**src/design/bmo5_pkg.sv**
```systemverilog
`default_nettype none
package bmo5_pkg;

  // Groups held between the collector and the median pipeline.
  localparam int unsigned QueueDepth = 2;

  typedef struct packed {
    logic full;
    logic empty;
  } q_status_t;

endpackage
`default_nettype wire

```
**src/design/bmo5_front.sv**
```systemverilog
`default_nettype none
module bmo5_front #(
  parameter int unsigned WINDOW      = 5,
  parameter int unsigned SAMPLE_BITS = 16
) (
  input  wire logic                            clk_i,
  input  wire logic                            rst_ni,
  input  wire logic                            in_valid_i,
  output logic                                 in_ready_o,
  input  wire logic [SAMPLE_BITS-1:0]          sample_i,
  input  wire logic                            end_of_block_i,
  input  wire bmo5_pkg::q_status_t             q_status_i,
  output logic                                 push_o,
  output logic [WINDOW*SAMPLE_BITS-1:0]        group_o
);

  localparam int unsigned CntW = $clog2(WINDOW);

  logic [CntW-1:0]        fill_q, fill_d;
  logic [SAMPLE_BITS-1:0] hist_q [WINDOW-1];
  logic                   accept;
  logic                   last_of_group;

  assign in_ready_o    = !q_status_i.full;
  assign accept        = in_valid_i && in_ready_o;
  assign last_of_group = (fill_q == CntW'(WINDOW - 1));
  assign push_o        = accept && last_of_group;

  always_comb begin
    fill_d = fill_q;
    if (accept) begin
      if (end_of_block_i || last_of_group) begin
        fill_d = '0;
      end else begin
        fill_d = fill_q + CntW'(1);
      end
    end
  end

  always_ff @(posedge clk_i or negedge rst_ni) begin
    if (!rst_ni) begin
      fill_q <= '0;
    end else begin
      fill_q <= fill_d;
    end
  end

  // Sample history; order within a group does not matter for the median.
  always_ff @(posedge clk_i) begin
    if (accept) begin
      hist_q[0] <= sample_i;
      for (int i = 1; i < WINDOW - 1; i++) begin
        hist_q[i] <= hist_q[i-1];
      end
    end
  end

  always_comb begin
    group_o[SAMPLE_BITS-1:0] = sample_i;
    for (int i = 0; i < WINDOW - 1; i++) begin
      group_o[(i+1)*SAMPLE_BITS +: SAMPLE_BITS] = hist_q[i];
    end
  end

endmodule
`default_nettype wire

```
**src/design/bmo5_queue.sv**
```systemverilog
`default_nettype none
module bmo5_queue #(
  parameter int unsigned DATA_BITS = 80
) (
  input  wire logic                 clk_i,
  input  wire logic                 rst_ni,
  input  wire logic                 push_i,
  input  wire logic [DATA_BITS-1:0] wdata_i,
  input  wire logic                 pop_i,
  output logic [DATA_BITS-1:0]      rdata_o,
  output bmo5_pkg::q_status_t       status_o
);

  localparam int unsigned Depth = bmo5_pkg::QueueDepth;
  localparam int unsigned PtrW  = (Depth > 1) ? $clog2(Depth) : 1;
  localparam int unsigned CntW  = $clog2(Depth + 1);

  logic [DATA_BITS-1:0] mem_q [Depth];
  logic [PtrW-1:0]      wr_ptr_q, rd_ptr_q;
  logic [CntW-1:0]      cnt_q;
  logic                 do_push, do_pop;

  assign status_o.full  = (cnt_q == CntW'(Depth));
  assign status_o.empty = (cnt_q == '0);
  assign do_push        = push_i && !status_o.full;
  assign do_pop         = pop_i && !status_o.empty;
  assign rdata_o        = mem_q[rd_ptr_q];

  always_ff @(posedge clk_i or negedge rst_ni) begin
    if (!rst_ni) begin
      wr_ptr_q <= '0;
      rd_ptr_q <= '0;
      cnt_q    <= '0;
    end else begin
      if (do_push) begin
        wr_ptr_q <= (wr_ptr_q == PtrW'(Depth - 1)) ? '0 : wr_ptr_q + PtrW'(1);
      end
      if (do_pop) begin
        rd_ptr_q <= (rd_ptr_q == PtrW'(Depth - 1)) ? '0 : rd_ptr_q + PtrW'(1);
      end
      if (do_push && !do_pop) begin
        cnt_q <= cnt_q + CntW'(1);
      end else if (do_pop && !do_push) begin
        cnt_q <= cnt_q - CntW'(1);
      end
    end
  end

  always_ff @(posedge clk_i) begin
    if (do_push) begin
      mem_q[wr_ptr_q] <= wdata_i;
    end
  end

endmodule
`default_nettype wire

```
**src/design/bmo5_back.sv**
```systemverilog
`default_nettype none
module bmo5_back #(
  parameter int unsigned WINDOW      = 5,
  parameter int unsigned SAMPLE_BITS = 16
) (
  input  wire logic                            clk_i,
  input  wire logic                            rst_ni,
  input  wire bmo5_pkg::q_status_t             q_status_i,
  input  wire logic [WINDOW*SAMPLE_BITS-1:0]   group_i,
  output logic                                 pop_o,
  output logic                                 out_valid_o,
  input  wire logic                            out_ready_i,
  output logic [SAMPLE_BITS-1:0]               median_o
);

  localparam int unsigned RankW = $clog2(WINDOW);
  localparam int unsigned Mid   = WINDOW / 2;

  logic                   s1_vld_q;
  logic [SAMPLE_BITS-1:0] s1_val_q [WINDOW];
  logic [WINDOW-1:0]      s1_pre_q [WINDOW];
  logic [WINDOW-1:0]      pre_d    [WINDOW];
  logic                   out_vld_q;
  logic [SAMPLE_BITS-1:0] med_q, med_d;
  logic                   out_adv, s1_adv;

  assign out_adv     = !out_vld_q || out_ready_i;
  assign s1_adv      = s1_vld_q && out_adv;
  assign pop_o       = !q_status_i.empty && (!s1_vld_q || out_adv);
  assign out_valid_o = out_vld_q;
  assign median_o    = med_q;

  // Stage 1: all pairwise orderings; ties broken by position.
  always_comb begin
    logic [SAMPLE_BITS-1:0] vi, vj;
    for (int i = 0; i < WINDOW; i++) begin
      vi = group_i[i*SAMPLE_BITS +: SAMPLE_BITS];
      for (int j = 0; j < WINDOW; j++) begin
        vj = group_i[j*SAMPLE_BITS +: SAMPLE_BITS];
        pre_d[i][j] = (vj < vi) || ((vj == vi) && (j < i));
      end
    end
  end

  // Stage 2: the element with exactly Mid predecessors is the median.
  always_comb begin
    logic [RankW-1:0] rank;
    med_d = '0;
    for (int i = 0; i < WINDOW; i++) begin
      rank = '0;
      for (int j = 0; j < WINDOW; j++) begin
        rank = rank + RankW'(s1_pre_q[i][j]);
      end
      if (rank == RankW'(Mid)) begin
        med_d = med_d | s1_val_q[i];
      end
    end
  end

  always_ff @(posedge clk_i or negedge rst_ni) begin
    if (!rst_ni) begin
      s1_vld_q  <= 1'b0;
      out_vld_q <= 1'b0;
    end else begin
      if (pop_o) begin
        s1_vld_q <= 1'b1;
      end else if (s1_adv) begin
        s1_vld_q <= 1'b0;
      end
      if (s1_adv) begin
        out_vld_q <= 1'b1;
      end else if (out_ready_i) begin
        out_vld_q <= 1'b0;
      end
    end
  end

  always_ff @(posedge clk_i) begin
    if (pop_o) begin
      for (int i = 0; i < WINDOW; i++) begin
        s1_val_q[i] <= group_i[i*SAMPLE_BITS +: SAMPLE_BITS];
        s1_pre_q[i] <= pre_d[i];
      end
    end
    if (s1_adv) begin
      med_q <= med_d;
    end
  end

endmodule
`default_nettype wire

```
**src/design/block_median_of_five_core.sv**
```systemverilog
// Gathers samples into consecutive groups of WINDOW and returns the median of
// each full group; end_of_block drops any partial group. One sample is taken
// per cycle while the two-entry group queue has room, and the median pipeline
// drains one group per cycle while out_ready is high, so the sustained rate is
// one sample per cycle unless the output stalls. The group is written to the
// queue on the edge that takes its last sample, then passes the pairwise
// compare stage and the rank/select stage into the output register.
`default_nettype none
module block_median_of_five_core #(
  parameter int unsigned WINDOW      = 5,
  parameter int unsigned SAMPLE_BITS = 16
) (
  input  wire logic                   clk_i,
  input  wire logic                   rst_ni,
  input  wire logic                   in_valid_i,
  output logic                        in_ready_o,
  input  wire logic [SAMPLE_BITS-1:0] sample_i,
  input  wire logic                   end_of_block_i,
  output logic                        out_valid_o,
  input  wire logic                   out_ready_i,
  output logic [SAMPLE_BITS-1:0]      median_o
);

  localparam int unsigned GroupBits = WINDOW * SAMPLE_BITS;

  bmo5_pkg::q_status_t  q_status;
  logic                 push, pop;
  logic [GroupBits-1:0] wgroup, rgroup;

  bmo5_front #(
    .WINDOW      (WINDOW),
    .SAMPLE_BITS (SAMPLE_BITS)
  ) u_front (
    .clk_i          (clk_i),
    .rst_ni         (rst_ni),
    .in_valid_i     (in_valid_i),
    .in_ready_o     (in_ready_o),
    .sample_i       (sample_i),
    .end_of_block_i (end_of_block_i),
    .q_status_i     (q_status),
    .push_o         (push),
    .group_o        (wgroup)
  );

  bmo5_queue #(
    .DATA_BITS (GroupBits)
  ) u_queue (
    .clk_i    (clk_i),
    .rst_ni   (rst_ni),
    .push_i   (push),
    .wdata_i  (wgroup),
    .pop_i    (pop),
    .rdata_o  (rgroup),
    .status_o (q_status)
  );

  bmo5_back #(
    .WINDOW      (WINDOW),
    .SAMPLE_BITS (SAMPLE_BITS)
  ) u_back (
    .clk_i       (clk_i),
    .rst_ni      (rst_ni),
    .q_status_i  (q_status),
    .group_i     (rgroup),
    .pop_o       (pop),
    .out_valid_o (out_valid_o),
    .out_ready_i (out_ready_i),
    .median_o    (median_o)
  );

endmodule
`default_nettype wire

```
**config.mk**
```make
export PLATFORM = sky130hd
export DESIGN_NAME = block_median_of_five_core
export DESIGN_NICKNAME = d
export VERILOG_FILES = /design/src/design/bmo5_pkg.sv /design/src/design/bmo5_front.sv /design/src/design/bmo5_queue.sv /design/src/design/bmo5_back.sv /design/src/design/block_median_of_five_core.sv
export SDC_FILE = /design/constraint.sdc
export NUM_CORES = 1
export LEC_CHECK = 0
export BUFFER_PORTS_ARGS = -buffer_cell sky130_fd_sc_hd__buf_2
export CELL_PAD_IN_SITES_DETAIL_PLACEMENT = 0
export CELL_PAD_IN_SITES_GLOBAL_PLACEMENT = 1
export CORE_MARGIN = 3
export CORE_UTILIZATION = 48
export CTS_CLUSTER_DIAMETER = 40
export DETAILED_ROUTE_END_ITERATION = 12
export PLACE_DENSITY = 0.74
export SKIP_LAST_GASP = 1
export SLEW_MARGIN = 20
export SYNTH_ARGS = -nofsm -noshare
export SYNTH_HDL_FRONTEND = slang
export SYNTH_SLANG_ARGS = --single-unit
```
**constraint.sdc**
```tcl
create_clock -name clk_i -period 5.3 [get_ports clk_i]
set_clock_uncertainty 0.05 [all_clocks]
set_input_delay 0 -clock clk_i [delete_from_list [all_inputs] [get_ports clk_i]]
set_output_delay 0 -clock clk_i [all_outputs]
set_load 0.005 [all_outputs]
```
======== Word level (Yosys, flattened, before mapping) ========
Memories as Yosys holds them, arrays and structs flattened.
Cells that the tools add are included.
cells by class
  add/sub/neg operators ................... 25
  multipliers ............................. 0
  div/mod/pow operators ................... 0
  magnitude comparators ................... 25
  equality and inequality tests ........... 17
  shift operators ......................... 0
  mux-type cells .......................... 20
  bitwise gates (word level) .............. 4
  reduce and logical (&&, ||, !) cells .... 31
operators with widths
  operator                                                            number
  16-bit < comparator                                                 25
  16-bit == test                                                      10
  16-bit two-way mux                                                  5
  16-bit bitwise OR                                                   4
  3-bit by 1-bit adder with 3-bit output                              15
  3-bit by 2-bit == test with 1-bit output, second input constant     5
  1-bit logical OR                                                    13
  1-bit two-way mux                                                   12
  1-bit by 1-bit adder with 2-bit output                              5
  1-bit logical AND                                                   8
  1-bit logical NOT                                                   6
  2-bit nonzero test                                                  3
  2-bit two-way mux                                                   2
  3-bit by 1-bit adder with 3-bit output, second input constant       1
  3-bit == test, second input constant                                1
  3-bit two-way mux                                                   1
  1-bit adder, second input constant                                  2
  2-bit by 1-bit adder with 2-bit output, second input constant       1
  2-bit == test, second input constant                                1
  2-bit logical NOT                                                   1
  2-bit by 1-bit subtractor with 2-bit output, second input constant  1
word-level totals
  flip-flop bits (word level) ............. 25
  latch bits .............................. 0
  RAM bits ................................ 329
  bits in read-only memories .............. 0
  memories ................................ 4
memories
  memory           depth  bits a word  rd ports  clocked after Yosys merged registers in  wr ports  RTL line          text
  u_queue.mem_q    2      80           1         0                                        1         bmo5_queue.sv:18  logic [DATA_BITS-1:0] mem_q [Depth];
  u_back.s1_val_q  5      16           5         0                                        5         bmo5_back.sv:20   logic [SAMPLE_BITS-1:0] s1_val_q [WINDOW];
  u_front.hist_q   4      16           4         0                                        4         bmo5_front.sv:20  logic [SAMPLE_BITS-1:0] hist_q [WINDOW-1];
  u_back.s1_pre_q  5      5            5         0                                        5         bmo5_back.sv:21   logic [WINDOW-1:0] s1_pre_q [WINDOW];

======== Longest topological paths before layout ========
Gate-level depths: netlist of the first run.
An unclocked memory read counts as a cell.
  word-level depth ........................ 15
  gate-level depth with buffers ........... 10

======== Cells and area by module ========
From an unflattened synthesis of the first run, not the netlist that was laid out.
unflattened totals
  cell total of the unflattened synthesis .. 1051
  area total of the unflattened synthesis .. 16697.3 um2
modules (own cells, without submodules)
  module      instances  cells an instance  area an instance (um2)
  bmo5_back   1          684                8092.8
  bmo5_queue  1          268                6369.9
  bmo5_front  1          99                 2234.6

======== Worst setup path before layout of the first run ========
Ideal clock, no wire load.
  kind .................................... register to register
  from .................................... register u_queue.cnt_q[0]
  to ...................................... memory u_queue.mem_q[0][0] (enable)
  arrival time ............................ 4.754 ns
  data required time ...................... 4.731 ns
  slack ................................... -0.024 ns
  cell stages (with the launch flop) ...... 6
  buffers on the path ..................... 1
  period minus slack after synthesis ...... 5.324 ns
  path through ............................ dfrtp_1 nand2b_1 and2_1 buf_4 nand3_2 nor2_1
between the ends
  word-level cells in the longest chain between the ends .. 7
ends and longest elaborated chain
  item                                     RTL line                         text
  start, declared                          bmo5_queue.sv:20                 logic [CntW-1:0] cnt_q;
  start signal, assigned                   bmo5_queue.sv:42                 cnt_q <= cnt_q + CntW'(1);
  start signal, assigned                   bmo5_queue.sv:44                 cnt_q <= cnt_q - CntW'(1);
  2-bit == test                            bmo5_queue.sv:23                 assign status_o.full = (cnt_q == CntW'(Depth));
  1-bit logical NOT                        bmo5_front.sv:24                 assign in_ready_o = !q_status_i.full;
  net in_ready_o                           block_median_of_five_core.sv:16  output logic in_ready_o,
  1-bit logical AND                        bmo5_front.sv:25                 assign accept = in_valid_i && in_ready_o;
  net u_front.accept                       bmo5_front.sv:21                 logic accept;
  1-bit logical AND                        bmo5_front.sv:27                 assign push_o = accept && last_of_group;
  1-bit logical AND                        bmo5_queue.sv:25                 assign do_push = push_i && !status_o.full;
  1-bit two-way mux                        bmo5_queue.sv:50                 if (do_push) begin
  1-bit two-way mux (implied by the code)  bmo5_queue.sv:51                 mem_q[wr_ptr_q] <= wdata_i;
  end, declared                            bmo5_queue.sv:18
The timed path passes the listed nets, and every way through them passes these cells.

==> results of run 1 <==
==> cell type report <==
class	instances	area share, %
clock inverters	33	1.90
well taps	442	2.96
multi-input cells	620	28.5
inverters	91	1.84
repair buffers	67	2.60
flip-flops and latches	349	56.0
clock buffers	51	6.21
==> critical path: stages, from the launching register on <==
cell     delay, ps
dfrtp_4        730
buf_4          480
mux2i_1        620
inv_1          170
ha_1           340
nand2_1        100
o21ai_0        250
nand2_1        110
a31o_1         210
==> metal layers <==
metal	track usage, %	routed length, um
met1	30.9	17400
met2	30.7	16000
met5	0	0
met3	3.07	1800
met4	5.94	923
==> cell usage after synthesis, types with 6 or more instances <==
cell and instances:
nand2_1 72, nand2b_1 10, nor2_1 14, nand3_1 16
ha_1 174, a31o_1 6, dfrtp_1 9, a21oi_1 73
mux2i_1 66, mux2_2 15, a31oi_1 6, nand4_1 19
a21o_1 14, buf_2 14, a22oi_1 17, and2_1 9
o21ai_0 30, inv_1 90, a222oi_1 16, nor2b_1 7
fa_1 8, edfxtp_1 340
==> cells by family after synthesis <==
kind of cell / Yosys count
xor+xnor: 5
compound gates: 176
mux: 81
simple gates: 175
fa+ha+maj: 182
buf+inv: 107
flops: 349
other cells: 1
==> power groups by stage <==
stage | combinational [uW] | sequential, uW | clock (uW)
floorplan | 2840 | 4280 | 0
global placement | 4210 | 4390 | 0
detailed placement | 4290 | 4410 | 0
CTS | 4320 | 4360 | 3080
global route | 4780 | 4420 | 3200
finish | 4280 | 4350 | 3020
==> metrics by stage <==
stage	instances	total power [uW]	hold WS (ps)
final	1653	11700	127
after global routing	1653	12400	120
after CTS	1653	11800	99.1
after detailed placement	1548	8700	-139
after global placement	1548	8600	-147
after floorplan	1076	7120	-346
==> flip-flops by register name (all words and copies together), names as in the netlist, 2 cells and up <==
name	cells
u_back.median_o	16
u_back.s1_pre_q	20
u_back.s1_val_q	80
u_front.fill_q	3
u_queue.cnt_q	2
u_queue.mem_q	160
u_front.hist_q	64
==> timing repair <==
item                                   CTS  global route
setup buffers                            0             0
hold buffers                            21             0
endpoints found under the hold margin   79             0
==> path summary, 6_finish.rpt <==
kind	startpoint	to	slack (ps)	depth (start not counted)
max in group asynchronous	rst_ni	u_queue.rd_ptr_q$_DFFE_PN0P_	4280	3
setup / recovery	u_queue.rd_ptr_q$_DFFE_PN0P_	u_back.s1_pre_q[0][20]$_DFFE_PP_	1900	8
setup reg to reg	u_queue.rd_ptr_q$_DFFE_PN0P_	u_back.s1_pre_q[0][20]$_DFFE_PP_	1900	8
hold / removal	sample_i[8]	u_queue.mem_q[0][8]$_DFFE_PP_	130	2
hold reg to reg	u_front.hist_q[3][4]$_DFFE_PP_	u_queue.mem_q[0][68]$_DFFE_PP_	400	0
min in group asynchronous	rst_ni	u_queue.rd_ptr_q$_DFFE_PN0P_	490	3
==> flow_metrics.py, run 1 <==
metrics = {
    "global_route": {
        "grt_pass1_vias": 9214,
        "grt_util_all_layers_pct": 20.4,
        "grt_max_degree": 81,
        "grt_pass1_wl_mm": 55.0,
        "gr-total-overflow": 0,
        "antenna_found_initial": 0,
    },
    "power": {
        "internal_power_uw": 7400,
        "ir_drop_mv": 0.299,
        "clockPowerShare_pct": 25.9,
        "swShare_pct": 36.5,
        "pwr-share-comb_pct": 36.7,
        "p_switching_uw": 4260,
        "p_leak_uw": 0.00735,
        "powerDensity_mw_per_mm2": 625,
        "seqPwrFrac_pct": 37.4,
    },
    "logic_synthesis": {
        "yosysWarnings": 0,
        "yosys.area.top_type_share_pct": 63.2,
        "syn_avg_cell_area_sq_um": 15.0,
        "synth_area_leader_cell": "edfxtp_1",
        "synthAdderAreaFrac_pct": 14.5,
        "dominantRegCellSynth": "edfxtp_1",
        "synthCells": 1076,
        "synth_cell_types": 44,
        "synth_compound_area_share_pct": 6.88,
        "postSynthNetCount": 1279,
        "ys_async_sr_fraction_pct": 2.58,
        "synth_top_family_by_area": "adder cells",
        "ys_seq_elements": 349,
        "synth-xor-area-share_pct": 0.271,
        "synth_simple_gate_area_share_pct": 6.02,
        "synth_edf_count": 340,
        "syn-cell-area_sq_mm": 0.0162,
        "synthTopCellsByArea": "edfxtp_1, ha_1, mux2i_1",
        "synthMuxAreaShare_pct": 5.13,
        "yosysSeqAreaShare_pct": 64.6,
    },
    "die": {
        "die_h_um": 189,
        "fp.coreArea_sq_mm": 0.0329,
        "rows": 66,
        "start_util_pct": 49.2,
        "io_pins": 39,
        "die_w_um": 189,
        "dieArea_sq_mm": 0.0359,
    },
    "setup_path": {
        "crit_type": "reg -> reg",
        "worst_ep_arrival_time_ps": 3640,
        "startpoint_type": "register",
        "worstSetupEndpointType": "register",
        "worstPathRequired_ps": 5540,
        "path_max_fanout": 26,
    },
    "route": {
        "ant_nets": 0,
        "avgRoutedWirePerCell_um": 21.8,
        "drtPass1Iterations": 5,
        "routed_wl_mm": 36.1,
        "drc": 0,
        "drt_iter0_markers": 680,
        "avgViaCountPerCell": 5.55,
        "num_vias": 9176,
    },
    "min_path": {
        "hold_path_class": "in -> reg",
    },
    "layout": {
        "layout_commonest_cell": "edfxtp_1",
        "final_core_util_pct": 56.8,
        "syn_to_final_growth_pct": 15.5,
        "layout-drive-gt1-share_pct": 13.1,
        "final_cell_area_sq_mm": 0.0187,
        "regArea_sq_mm": 0.0104,
        "nNetsFinal": 1377,
        "final_cell_mix": "edfxtp_1, ha_1, inv_1",
        "n_antenna_cell": 0,
        "multi_input_area_sq_mm": 0.00532,
        "n_fill_cell": 2657,
    },
    "clock_tree": {
        "cts_tree": "yes",
        "htreeDepth": 2,
        "clk_latency_ps": 560,
        "cts.sink_count": 349,
        "post_cts_resized": 0,
        "cts.clk_slew.worst_paths_ps": 50,
        "clockBufferDepth": 3,
        "cts_made_buffers": 45,
        "clockRootBuffer": "clkbuf_16",
    },
    "place": {
        "place.gp.congestion": 0.872,
        "dp_slack_ps": 1880,
        "port_buffers": 38,
        "dpl.hpwl_mm": 25.9,
        "placed_cell_area_sq_mm": 0.0169,
    },
    "timing": {
        "tightest_slew_ps": 1030,
        "layout_setup_ws_ps": 1900,
        "drv_slew": 0,
        "slew_headroom_pct": 31.6,
        "rsz0062_at_grt": "false",
        "hold_viol_final": 0,
        "setup_viol": 0,
        "final.setup.tns_ps": 0,
        "fin_crit_ps": 3400,
        "fin_crit_sh_pct": 64.1,
        "max_freq_mhz": 294,
    },
    "flow_run": {
        "maxCapViolCount": 0,
    },
    "run_status": {
        "status": "complete, no violations",
    },
}
Note: power is estimated with default switching activity, not from simulation.
==> run 2: changes to the inputs <==
Clock period 5.3 ns to 3.1 ns, I/O delays scaled along.
==> flow_metrics.py, run 2 (synthesized netlist as in run 1, its figures left out) <==
metrics = {
    "global_route": {
        "grt_max_degree": 71,
        "grt_util_all_layers_pct": 20.3,
        "gr-total-overflow": 0,
        "grt_pass1_vias": 9367,
        "grt_pass1_wl_mm": 54.8,
        "antenna_found_initial": 0,
    },
    "power": {
        "clockPowerShare_pct": 23.6,
        "internal_power_uw": 13000,
        "powerDensity_mw_per_mm2": 1030,
        "finalPower_uw": 20100,
        "swShare_pct": 35.4,
        "pwr-share-comb_pct": 39.4,
        "seqPwrFrac_pct": 37.0,
        "p_leak_uw": 0.00773,
        "ir_drop_mv": 0.720,
        "p_switching_uw": 7090,
    },
    "layout": {
        "n_antenna_cell": 0,
        "nNetsFinal": 1459,
        "layout-drive-gt1-share_pct": 19.8,
        "largestRegisters": "u_queue.mem_q x160, u_back.s1_val_q x80, u_front.hist_q x64",
        "final_core_util_pct": 59.0,
        "final_cell_area_sq_mm": 0.0194,
        "top_register": "u_queue.mem_q",
        "stdcell_count": 1732,
        "syn_to_final_growth_pct": 19.9,
        "layout_commonest_cell": "edfxtp_1",
        "largest_reg_flops": 160,
        "final_cell_mix": "edfxtp_1, ha_1, inv_1",
    },
    "clock_tree": {
        "clockRootBuffer": "clkbuf_16",
        "clk_latency_ps": 540,
        "cts_made_buffers": 43,
        "htreeDepth": 2,
        "cts.clk_slew.worst_paths_ps": 60,
        "cts.sink_count": 349,
        "clockBufferDepth": 3,
        "cts_tree": "yes",
    },
    "setup_path": {
        "r2r_slack_ps": 60,
        "r2r_end": "u_back.s1_pre_q[0][4]$_DFFE_PP_",
        "crit_type": "reg -> reg",
        "path_max_fanout": 7,
        "startpoint_type": "register",
        "worst_ep_arrival_time_ps": 3250,
        "worstSetupEndpointType": "register",
        "reg2reg_depth": 11,
        "worstPathRequired_ps": 3310,
        "worstReg2RegStart": "u_queue.rd_ptr_q$_DFFE_PN0P_",
    },
    "timing": {
        "fin_crit_sh_pct": 97.9,
        "slew_headroom_pct": 27.0,
        "hold_viol_final": 0,
        "tightest_slew_ps": 1100,
        "fin_crit_ps": 3040,
        "max_freq_mhz": 329,
        "rsz0062_at_grt": "true",
        "drv_slew": 0,
        "layout_setup_ws_ps": 64.2,
        "setup_viol": 0,
    },
    "min_path": {
        "hold_path_class": "in -> reg",
        "holdPathEnd": "u_queue.mem_q[0][6]$_DFFE_PP_",
        "hold_start": "sample_i[6]",
        "holdPathStages": 2,
    },
    "flow_run": {
        "maxCapViolCount": 0,
    },
    "place": {
        "placedCellCount": 1623,
        "dpl.hpwl_mm": 26.7,
        "dp_slack_ps": -265,
        "port_buffers": 38,
        "placed_cell_area_sq_mm": 0.0176,
        "place.gp.congestion": 0.872,
    },
    "route": {
        "routed_wl_mm": 36.2,
        "avgViaCountPerCell": 5.47,
        "drc": 0,
        "num_vias": 9469,
        "ant_nets": 0,
        "drt_iter0_markers": 798,
        "drtPass1Iterations": 6,
        "avgRoutedWirePerCell_um": 20.9,
    },
    "die": {
        "rows": 66,
        "die_h_um": 189,
        "io_pins": 39,
        "die_w_um": 189,
        "dieArea_sq_mm": 0.0359,
        "fp.coreArea_sq_mm": 0.0329,
        "start_util_pct": 49.2,
    },
    "run_status": {
        "status": "complete, no violations",
    },
}
-- run 2: worst max-delay path by stage --
stage | slack [ps] | endpoint | cells past startpoint | start
after floorplan | 1 | u_queue.mem_q[0][0]$_DFFE_PP_ | 5 | u_queue.cnt_q[0]$_DFFE_PN0P_
after global placement | -220 | u_back.s1_pre_q[0][4]$_DFFE_PP_ | 10 | u_queue.rd_ptr_q$_DFFE_PN0P_
after detailed placement | -270 | u_back.s1_pre_q[0][4]$_DFFE_PP_ | 10 | u_queue.rd_ptr_q$_DFFE_PN0P_
after CTS | 6 | u_back.s1_pre_q[0][14]$_DFFE_PP_ | 9 | u_queue.rd_ptr_q$_DFFE_PN0P_
after global routing | -40 | u_back.s1_pre_q[0][14]$_DFFE_PP_ | 9 | u_queue.rd_ptr_q$_DFFE_PN0P_
final | 60 | u_back.s1_pre_q[0][4]$_DFFE_PP_ | 11 | u_queue.rd_ptr_q$_DFFE_PN0P_
-- run 2: layout make-up --
class | count | area [sq um]
Fill cell | 2630 | 13500
Sequential cell | 349 | 10400
Multi-Input combinational cell | 620 | 5440
Timing Repair Buffer | 151 | 1220
Clock buffer | 47 | 1110
Tap cell | 442 | 553
Inverter | 91 | 345
Clock inverter | 32 | 268
-- run 2: power groups by stage --
| stage | Sequential, uW | Clock, uW | Combinational [uW] |
|---|---|---|---|
| after global routing | 7520 | 5050 | 8860 |
| final | 7430 | 4730 | 7900 |
| after CTS | 7420 | 4830 | 7830 |
| after global placement | 7500 | 0 | 7410 |
| after detailed placement | 7520 | 0 | 7620 |
| after floorplan | 7290 | 0 | 4860 |
-- run 2: per-stage QoR --
step | TNS (ps) | hold WS (ps)
6_report | 0 | 150
5_1_grt | -43.6 | 139
4_1_cts | 0 | 119
3_5_place_dp | -598 | -175
3_3_place_gp | -580 | -178
2_1_floorplan | 0 | -346
-- run 2: worst max-delay path, cell delays in order, from the launching register on --
cell and delay (ps):
dfrtp_4 570, buf_4 190, mux2i_1 150, buf_4 200, inv_1 80, ha_1 300
nand4_1 230, nor4_2 330, buf_4 160, inv_1 90, nor3_4 280, a31oi_1 110
-- run 2: per-layer routing --
layer  share of wire, %  wire length [um]  global-route usage (%)  vias to the layer above
met3                5.7              2070                    3.17                       57
met5                  0                 0                       0                        -
met1                 48             17400                    30.9                     4651
li1                   -                 -                       -                     4506
met4                2.4               855                    5.66                        0
met2                 44             15900                    30.4                      255
-- run 2: repair_timing --
item,CTS,global route
hold endpoints to repair,63,0
hold buffers,21,0
pin swaps,0,1
gates resized for setup,10,16
setup buffers,2,6
setup endpoints to repair,7,9
cloned,1,0
==> run 3: changes to the inputs <==
Settings changed: CORE_ASPECT_RATIO set to 0.75.
==> flow_metrics.py, run 3 (synthesized netlist as in run 1, its figures left out) <==
metrics = {
    "setup_path": {
        "worstPathRequired_ps": 3330,
        "worstReg2RegStart": "u_queue.rd_ptr_q$_DFFE_PN0P_",
        "startpoint_type": "register",
        "worst_ep_arrival_time_ps": 3170,
        "critPathMaxStageDelay_ps": 560,
        "r2r_end": "u_back.s1_pre_q[0][17]$_DFFE_PP_",
        "crit_type": "reg -> reg",
        "reg2reg_depth": 8,
        "critPathSlowestCell": "dfrtp_4",
        "worstSetupEndpointType": "register",
        "path_max_fanout": 10,
        "cp_cell_sequence": "buf_4, mux2i_1, inv_1, ha_1, nand4_1, nor4_1, a21oi_1, a31o_1",
        "r2r_slack_ps": 160,
    },
    "route": {
        "avgRoutedWirePerCell_um": 21.1,
        "drtPass1Iterations": 6,
        "routed_wl_mm": 36.5,
        "num_vias": 9524,
        "drc": 0,
        "avgViaCountPerCell": 5.51,
        "ant_nets": 0,
        "drt_iter0_markers": 962,
    },
    "global_route": {
        "antenna_found_initial": 0,
        "grt_util_all_layers_pct": 20.8,
        "grt_pass1_wl_mm": 55.3,
        "grt_pass1_vias": 9205,
        "grt_max_degree": 102,
        "gr-total-overflow": 0,
    },
    "place": {
        "dp_slack_ps": -268,
        "port_buffers": 38,
        "dpl.hpwl_mm": 26.7,
        "place.gp.congestion": 0.924,
        "placed_cell_area_sq_mm": 0.0176,
    },
    "power": {
        "finalPower_uw": 19800,
        "powerDensity_mw_per_mm2": 1030,
        "p_leak_uw": 0.00767,
        "ir_drop_mv": 0.619,
    },
    "die": {
        "die_w_um": 218,
        "fp.coreArea_sq_mm": 0.0328,
        "dieArea_sq_mm": 0.0359,
        "die_h_um": 165,
        "start_util_pct": 49.2,
        "io_pins": 39,
        "rows": 57,
    },
    "layout": {
        "final_cell_mix": "edfxtp_1, ha_1, inv_1",
        "final_cell_area_sq_mm": 0.0192,
        "nNetsFinal": 1458,
        "n_fill_cell": 2583,
        "top_register": "u_queue.mem_q",
        "syn_to_final_growth_pct": 18.7,
        "largest_reg_flops": 160,
        "layout_commonest_cell": "edfxtp_1",
        "layout-drive-gt1-share_pct": 18.7,
        "largestRegisters": "u_queue.mem_q x160, u_back.s1_val_q x80, u_front.hist_q x64",
        "n_antenna_cell": 0,
    },
    "timing": {
        "layout_setup_ws_ps": 155,
        "hold_viol_final": 0,
        "setup_viol": 0,
        "slew_headroom_pct": 30.8,
        "fin_crit_ps": 2940,
        "fin_crit_sh_pct": 95.0,
        "rsz0062_at_grt": "false",
        "tightest_slew_ps": 1030,
        "drv_slew": 0,
        "max_freq_mhz": 340,
    },
    "flow_run": {
        "maxCapViolCount": 0,
    },
    "min_path": {
        "holdPathEnd": "u_queue.mem_q[1][12]$_DFFE_PP_",
        "hold_path_class": "in -> reg",
        "holdPathStages": 2,
        "hold_start": "sample_i[12]",
    },
    "run_status": {
        "status": "complete, no violations",
    },
    "clock_tree": {
        "clockBufferDepth": 3,
        "clockRootBuffer": "clkbuf_16",
        "cts.clk_slew.worst_paths_ps": 60,
        "htreeDepth": 2,
        "cts_tree": "yes",
        "cts_made_buffers": 40,
        "clk_latency_ps": 540,
        "cts.sink_count": 349,
    },
}
-- run 3: area by class of cell --
cell class | instances | area [sq um] | area share [%]
Inverter | 91 | 345 | 1.80
Tap cell | 442 | 553 | 2.88
Timing Repair Buffer | 153 | 1180 | 6.18
Sequential cell | 349 | 10400 | 54.4
Clock inverter | 26 | 236 | 1.23
Clock buffer | 47 | 1070 | 5.58
Multi-Input combinational cell | 620 | 5350 | 27.9
-- run 3: per-layer routing --
metal  share of wire [%]  global-route usage, %  wire length, um
met1                  52                   34.4            18900
met2                  39                   28.0            14200
met3                 7.4                   4.03             2720
met4                 1.7                   4.50              610
met5                   0                      0                0
-- run 3: power breakdown --
group          switching (uW)  total, uW  internal [uW]  leakage [uW]
Combinational            4660       7860           3200       0.00375
Clock                    1880       4570           2680      0.000634
Sequential                505       7420           6910       0.00329
Total                    7050      19800          12800       0.00767
-- run 3: worst max path at each step --
stage                            startpoint                                to  cells past startpoint
2_1_floorplan  u_queue.cnt_q[0]$_DFFE_PN0P_     u_queue.mem_q[0][0]$_DFFE_PP_                      5
3_3_place_gp   u_queue.rd_ptr_q$_DFFE_PN0P_   u_back.s1_pre_q[0][4]$_DFFE_PP_                      8
3_5_place_dp   u_queue.rd_ptr_q$_DFFE_PN0P_   u_back.s1_pre_q[0][4]$_DFFE_PP_                      8
4_1_cts        u_queue.rd_ptr_q$_DFFE_PN0P_   u_back.s1_pre_q[0][4]$_DFFE_PP_                      8
5_1_grt        u_queue.rd_ptr_q$_DFFE_PN0P_   u_back.s1_pre_q[0][4]$_DFFE_PP_                      9
6_report       u_queue.rd_ptr_q$_DFFE_PN0P_  u_back.s1_pre_q[0][17]$_DFFE_PP_                      8
-- run 3: worst max-delay path, delay by kind of cell, from the launching register on --
family                   cells  cell delay, ps
AND/OR/NAND/NOR              2             600
flip-flops                   1             560
buffers and inverters        2             410
AO/OA/AOI/OAI                2             410
adder cells (fa/ha/maj)      1             380
multiplexers                 1             290
-- run 3: per-stage QoR --
stage	setup TNS (ps)	hold slack, ps	util, %	instances
6_report	0	153	58.5	1728
3_5_place_dp	-502	-180	53.6	1628
3_3_place_gp	-433	-182	53.6	1628
4_1_cts	0	121	58.3	1723
5_1_grt	0	148	58.5	1728
2_1_floorplan	0	-346	-	1076
-- run 3: repair_timing --
item | in CTS | in global routing
setup buffers | 1 | 5
resized for setup | 2 | 5
endpoints found under the hold margin | 63 | 0
endpoints found under the setup margin | 6 | 4
hold buffers | 21 | 0
